### src/rtl/bbc_pkg.sv
`default_nettype none
// ----------------------------------------------------------------------------
// bbc_pkg
// types, codes and helpers shared by the bracket balance checker
// ----------------------------------------------------------------------------
package bbc_pkg;

    localparam int BBC_STACK_DEPTH = 64;
    localparam int BBC_QUEUE_DEPTH = 2;
    localparam int BBC_LINE_W      = 24;

    localparam logic [2:0] ST_BALANCED = 3'd0;
    localparam logic [2:0] ST_MISMATCH = 3'd1;
    localparam logic [2:0] ST_UNCLOSED = 3'd2;
    localparam logic [2:0] ST_STRAY    = 3'd3;
    localparam logic [2:0] ST_OVERFLOW = 3'd4;

    localparam logic [2:0] KIND_NONE    = 3'd0;
    localparam logic [2:0] KIND_OPEN    = 3'd1;
    localparam logic [2:0] KIND_CLOSE   = 3'd2;
    localparam logic [2:0] KIND_NEWLINE = 3'd3;
    localparam logic [2:0] KIND_END     = 3'd4;

    localparam logic [2:0] CODE_BRACE_L = 3'd0;
    localparam logic [2:0] CODE_BRACK_L = 3'd1;
    localparam logic [2:0] CODE_PAREN_L = 3'd2;
    localparam logic [2:0] CODE_BRACE_R = 3'd3;
    localparam logic [2:0] CODE_BRACK_R = 3'd4;
    localparam logic [2:0] CODE_PAREN_R = 3'd5;
    localparam logic [2:0] CODE_CLOSE_OFS = 3'd3;

    localparam logic [7:0] CH_BRACE_L = 8'h7B;
    localparam logic [7:0] CH_BRACK_L = 8'h5B;
    localparam logic [7:0] CH_PAREN_L = 8'h28;
    localparam logic [7:0] CH_BRACE_R = 8'h7D;
    localparam logic [7:0] CH_BRACK_R = 8'h5D;
    localparam logic [7:0] CH_PAREN_R = 8'h29;
    localparam logic [7:0] CH_NEWLINE = 8'h0A;

    typedef struct packed {
        logic [7:0] char_code;
        logic       end_of_text;
    } t_item;

    typedef struct packed {
        logic [2:0]            status;
        logic [BBC_LINE_W-1:0] line_number;
        logic [7:0]            found_char;
        logic [7:0]            top_char;
    } t_result;

    typedef struct packed {
        logic [2:0] kind;
        logic [2:0] code;
        logic [7:0] char_code;
    } t_op;

    function automatic logic [7:0] bbc_code_ascii(input logic [2:0] code);
        logic [7:0] ch;
        case (code)
            CODE_BRACE_L: ch = CH_BRACE_L;
            CODE_BRACK_L: ch = CH_BRACK_L;
            CODE_PAREN_L: ch = CH_PAREN_L;
            CODE_BRACE_R: ch = CH_BRACE_R;
            CODE_BRACK_R: ch = CH_BRACK_R;
            CODE_PAREN_R: ch = CH_PAREN_R;
            default:      ch = 8'h00;
        endcase
        return ch;
    endfunction

endpackage
`default_nettype wire

### src/rtl/bbc_back.sv
`default_nettype none
// ----------------------------------------------------------------------------
// bbc_back
// executes stack operations: top register, stack memory with prefetched
// second entry, line counter, halt flag and result generation
// ----------------------------------------------------------------------------
module bbc_back
    import bbc_pkg::*;
#(
    parameter int STACK_DEPTH = BBC_STACK_DEPTH
) (
    input  wire logic  i_clk,
    input  wire logic  i_rst_n,
    input  wire logic  i_op_empty,
    input  wire t_op   i_op,
    output logic       o_op_pop,
    input  wire logic  i_res_full,
    output logic       o_res_push,
    output t_result    o_res
);

    localparam int LVL_W = $clog2(STACK_DEPTH + 1);
    localparam int AW    = $clog2(STACK_DEPTH);

    logic [2:0]            r_stack [STACK_DEPTH];
    logic [LVL_W-1:0]      r_level, n_level;
    logic [2:0]            r_top, n_top;
    logic [BBC_LINE_W-1:0] r_line, n_line;
    logic                  r_halted, n_halted;
    logic [2:0]            r_rd;
    logic                  r_byp;
    logic [2:0]            r_byp_code;
    logic [2:0]            second;
    logic                  we;
    logic [AW-1:0]         wa;
    logic [AW-1:0]         rd_addr;
    logic                  push_req;
    logic [2:0]            push_code;
    logic                  stack_nz;

    assign o_op_pop = !i_op_empty && !i_res_full;
    assign second   = r_byp ? r_byp_code : r_rd;
    assign stack_nz = (r_level != '0);
    assign wa       = AW'(r_level - LVL_W'(1));

    always_comb begin
        n_level    = r_level;
        n_top      = r_top;
        n_line     = r_line;
        n_halted   = r_halted;
        we         = 1'b0;
        push_req   = 1'b0;
        push_code  = i_op.code;
        o_res_push = 1'b0;
        o_res.status      = ST_BALANCED;
        o_res.line_number = r_line;
        o_res.found_char  = 8'h00;
        o_res.top_char    = stack_nz ? bbc_code_ascii(r_top) : 8'h00;
        if (o_op_pop) begin
            case (i_op.kind)
                KIND_END: begin
                    if (!r_halted) begin
                        o_res_push = 1'b1;
                        if (!stack_nz) begin
                            o_res.status = ST_BALANCED;
                        end else if (r_top <= CODE_PAREN_L) begin
                            o_res.status = ST_UNCLOSED;
                        end else begin
                            o_res.status = ST_STRAY;
                        end
                    end
                    n_level  = '0;
                    n_line   = BBC_LINE_W'(1);
                    n_halted = 1'b0;
                end
                KIND_OPEN: begin
                    push_req = !r_halted;
                end
                KIND_CLOSE: begin
                    if (!r_halted) begin
                        if (stack_nz && (r_top == (i_op.code - CODE_CLOSE_OFS))) begin
                            n_level = r_level - LVL_W'(1);
                            n_top   = second;
                        end else if (stack_nz) begin
                            o_res_push       = 1'b1;
                            o_res.status     = ST_MISMATCH;
                            o_res.found_char = i_op.char_code;
                            n_halted         = 1'b1;
                        end else begin
                            push_req = 1'b1;
                        end
                    end
                end
                KIND_NEWLINE: begin
                    if (!r_halted && (r_line != '1)) begin
                        n_line = r_line + BBC_LINE_W'(1);
                    end
                end
                default: begin
                    n_level = r_level;
                end
            endcase
        end
        if (push_req) begin
            if (r_level == LVL_W'(STACK_DEPTH)) begin
                o_res_push   = 1'b1;
                o_res.status = ST_OVERFLOW;
                n_halted     = 1'b1;
            end else begin
                we      = stack_nz;
                n_top   = push_code;
                n_level = r_level + LVL_W'(1);
            end
        end
    end

    // prefetch the entry below the next top
    assign rd_addr = (n_level >= LVL_W'(2)) ? AW'(n_level - LVL_W'(2)) : '0;

    always_ff @(posedge i_clk) begin
        if (!i_rst_n) begin
            r_level  <= '0;
            r_line   <= BBC_LINE_W'(1);
            r_halted <= 1'b0;
            r_byp    <= 1'b0;
        end else begin
            r_level  <= n_level;
            r_line   <= n_line;
            r_halted <= n_halted;
            r_byp    <= we && (wa == rd_addr);
        end
    end

    always_ff @(posedge i_clk) begin
        r_top      <= n_top;
        r_byp_code <= r_top;
        if (we) begin
            r_stack[wa] <= r_top;
        end
        r_rd <= r_stack[rd_addr];
    end

endmodule
`default_nettype wire

### config.mk
export PLATFORM = sky130hd
export DESIGN_NAME = bbc_back
export DESIGN_NICKNAME = d
export VERILOG_FILES = /design/src/rtl/bbc_pkg.sv /design/src/rtl/bbc_back.sv
export SDC_FILE = /design/constraint.sdc
export NUM_CORES = 1
export LEC_CHECK = 0
export ABC_CLOCK_PERIOD_IN_PS = 8700
export BUFFER_PORTS_ARGS = -buffer_cell sky130_fd_sc_hd__buf_2
export CORE_MARGIN = 8
export CORE_UTILIZATION = 55
export CTS_CLUSTER_DIAMETER = 40
export CTS_CLUSTER_SIZE = 24
export DETAILED_ROUTE_END_ITERATION = 6
export PLACE_DENSITY = 0.73
export SETUP_SLACK_MARGIN = 0.2
export SLEW_MARGIN = 20
export SYNTH_ARGS = -nofsm -noshare
export SYNTH_HDL_FRONTEND = slang
export SYNTH_SLANG_ARGS = --single-unit
### constraint.sdc
create_clock -name i_clk -period 8.7 [get_ports i_clk]
set_clock_uncertainty 0.15 [all_clocks]
set_input_delay 1.74 -clock i_clk [delete_from_list [all_inputs] [get_ports i_clk]]
set_output_delay 1.74 -clock i_clk [all_outputs]
set_load 0.03 [all_outputs]
==> impl_results.md <==
* Die area at 0.02426 mm²
* Max FO, Critical Path at 25
* YS warnings at 0
* Seq cells post-synth at 234
* CP startpoint kind: input pin
* Met2 global-route usage at 35.24%
* Mean Syn Cell Area at 12.07 µm²
* Met3 Usage GRT at 4.598%
* Hold Path Origin: r_line[9]
* Worst path slowest cell: o21ai_1
* Number of H-tree levels at 1
* Post-Syn Instances at 890
* Core area at 0.01933 mm²
* Setup ws final at 2.369 ns
* Outcome: finished, violations left
* Worst Hold Slack at 0.3492 ns
* Slew @ Worst Pin at 0.9847 ns
* Num rows at 51
* Post-Layout Cell Count at 1,238
* VDD IR-drop max at 0.0001634 V
* Post-CTS setup buffers at 0
* Fmax at 0.1579 GHz
* Final #Nets at 973
* Drt drc at 2
* Top_reg_cell synth: edfxtp_1
* CTS Hold Bufs at 0
* Die Span Y at 155.8 µm
* Combinational share of power at 10.6%
* Setup TNS Final at 0 ns
* Vias per cell at 6.173
* Mapped cell area at 0.01074 mm²
* Synthesized Nets at 914
* Remaining antenna violation count at 0
* Syn-to-layout area delta at 14.28%
* Most frequent cells after synthesis: 192 x edfxtp_1, 125 x nor2_1, 124 x nand2_1
* Failing checks: design-rule violations
* Period minus WS final at 6.331 ns
* Synth top area share at 53.68%
* Clock power frac at 44.3%
* CTS tree: done
* Number of synthesized flops with an enable pin at 192
* M1 GR Usage at 29.27%
* Final Hold Fails at 0
* Die Wd at 155.8 µm
* Initial Util at 55.56%
* Max-slew violations at 0
* Global routing's busiest layer: met2
* Initial antenna violation count at 0
* Worst path arrival time at 6.63 ns
* Final Setup Violations at 0
* Synth unique cells at 89
* First-pass GRT wire length at 41,500 µm
* Clock Sink Count at 234
* DP Worst Slack at 1.895 ns
* Clock Path Buffers at 3
* Worst path cell trace: buf_2 > ha_1 > xnor2_1 > nand3_2 > or4_1 > a21oi_1 > o22a_1 > buf_4 > inv_2 > ha_1 > clkinv_1 > o21ai_1 > a311oi_1 > or4_1 > nand4_1 > o31ai_1
* Final wirelength at 27,300 µm
* GRT Overall Usage at 22.20%
* Power, Total at 2.874 mW
* Period utilization at 72.78%
* Worst Path Required at 9.00 ns
* Vias in the first global route at 7,222
* RSZ-0062 raised after global routing: no
* Wire length per cell at 22.05 µm
* Crit path launch: i_op[8]
* Sequential fraction of the synthesis area at 61.50%
* Slew margin rel. at 34.24%
* Switching Fraction at 26.89%
* PwrDens at 234.1 mW/mm²
* Worst Hold Class: reg2reg
* Clock slew seen by the registers of the worst setup and hold paths at 0.06 ns
* Leakage at 4.383 nW
* Resized Gates After CTS at 0
* Hpwl dp at 17,580 µm
* WS Path Type: in2reg
* Most frequent cell after synthesis: edfxtp_1
* CP endpoint kind: flop
* Drt pass-1 iters at 7
* Port buffer count at 61
* Grt ovf at 0
* Max_cap viols at 0
* Buffer and inverter count on the worst path at 4
* Share of cells above drive strength 1 at 17.88%
* Async SR Flop Fraction at 0%
* Flop pwr share at 45.1%
* Vias at 7,642
* Largest net degree at the start of global routing at 73
* CP max stage delay at 0.72 ns
* Dpl cells at 1,182
* Critical path's top delay family: buffers and inverters
* Routability Congestion at 0.9106
* Internal at 2.101 mW
* Top post-synthesis cells by area: edfxtp_1 54%, dfxtp_1 7.8%, nor2_1 4.4%
* Top cell type by total area after synthesis: edfxtp_1
* # IOs at 63
* Root Buffer: clkbuf_16
* Clk_lat worst skew at 0.56 ns
* Starting DRT DRC Count at 875
* CTS Buf Count at 30
* Switching power at 0.7728 mW
* Antenna Cells at 0
* FF-to-FF Start: r_level[0]
power groups by stage:
stage          clock, mW  sequential, mW  combinational [mW]
2_1_floorplan          0            1.35               0.171
3_3_place_gp           0            1.32               0.297
3_5_place_dp           0            1.32               0.300
5_1_grt             1.33            1.30               0.328
4_1_cts             1.28            1.30               0.303
6_report            1.27            1.30               0.305
metrics by stage:
step	area (µm²)	util (%)
2_1_floorplan	10740	-
3_3_place_gp	11210	58.00
3_5_place_dp	11210	58.00
4_1_cts	12280	63.49
5_1_grt	12280	63.49
6_report	12280	63.49
placed cells by master (no fill, tap or decap), drive strengths merged, types with 7 or more instances in the layout:
master and n:
a211oi 9, a21oi 27, a31oi 12, and2 14, and3 13, buf 72, clkbuf 31, clkinv 13
dfxtp 42, edfxtp 192, inv 21, mux2 7, mux2i 14, mux4 14, nand2 125, nand3 28
nand4 9, nor2 125, nor3 13, nor4 11, o21ai 24, o221ai 7, o22ai 10, or3 10
xnor2 17, xor2 18
cells by family (layout without fill, tap and decap cells):
family	after synthesis	count (layout)	synth area share, %
AOI/OAI and AO/OA	146	146	10.30
xor gates and xnor gates	36	36	3.075
adders and majority gates	6	6	0.6989
buffers and inverters	56	139	2.889
DFF	234	234	61.50
muxes	35	35	5.183
other	1	1	0.03491
and+or+nand+nor	376	376	16.32
registers in the layout, summed over array words and instances (netlist names):
register    count
r_level         7
r_stack       192
r_halted        1
r_line         24
r_byp           1
r_top           3
r_byp_code      3
r_rd            3
cell type report:
cell class	instances	area, µm²
Inverter	11	41.29
Clock inverter	25	306.5
Fill cell	1479	7059
Multi-Input combinational cell	600	3844
Clock buffer	31	754.5
Sequential cell	234	6610
Timing Repair Buffer	72	387.9
Tap cell	265	331.6
worst reg2reg max path, stage by stage (launching register included):
cell and delay, ns:
dfxtp_1 0.57, inv_1 0.15, ha_1 0.24, nor3b_1 0.17
a21o_1 0.26, or4_1 0.47, a21oi_1 0.16, o22a_1 0.14
buf_4 0.26, inv_2 0.31, ha_1 0.58, clkinv_1 0.62
o21ai_1 0.72, a311oi_1 0.11, or4_1 0.49, nand4_1 0.12
o31ai_1 0.08
per-layer routing:
metal,up-vias,part of all wire [%]
li1,3452,-
met1,3631,40
met2,474,46
met3,85,11
met4,0,3.5
met5,-,0
worst paths after layout:
check             slack [ns]  depth (start not counted)        end
setup reg to reg        3.01                         16    r_rd[2]
setup / recovery        2.37                         16    r_rd[2]
hold reg to reg         0.35                          2  r_line[9]
hold / removal          0.35                          2  r_line[9]
Note: power is estimated with default switching activity, not from simulation.
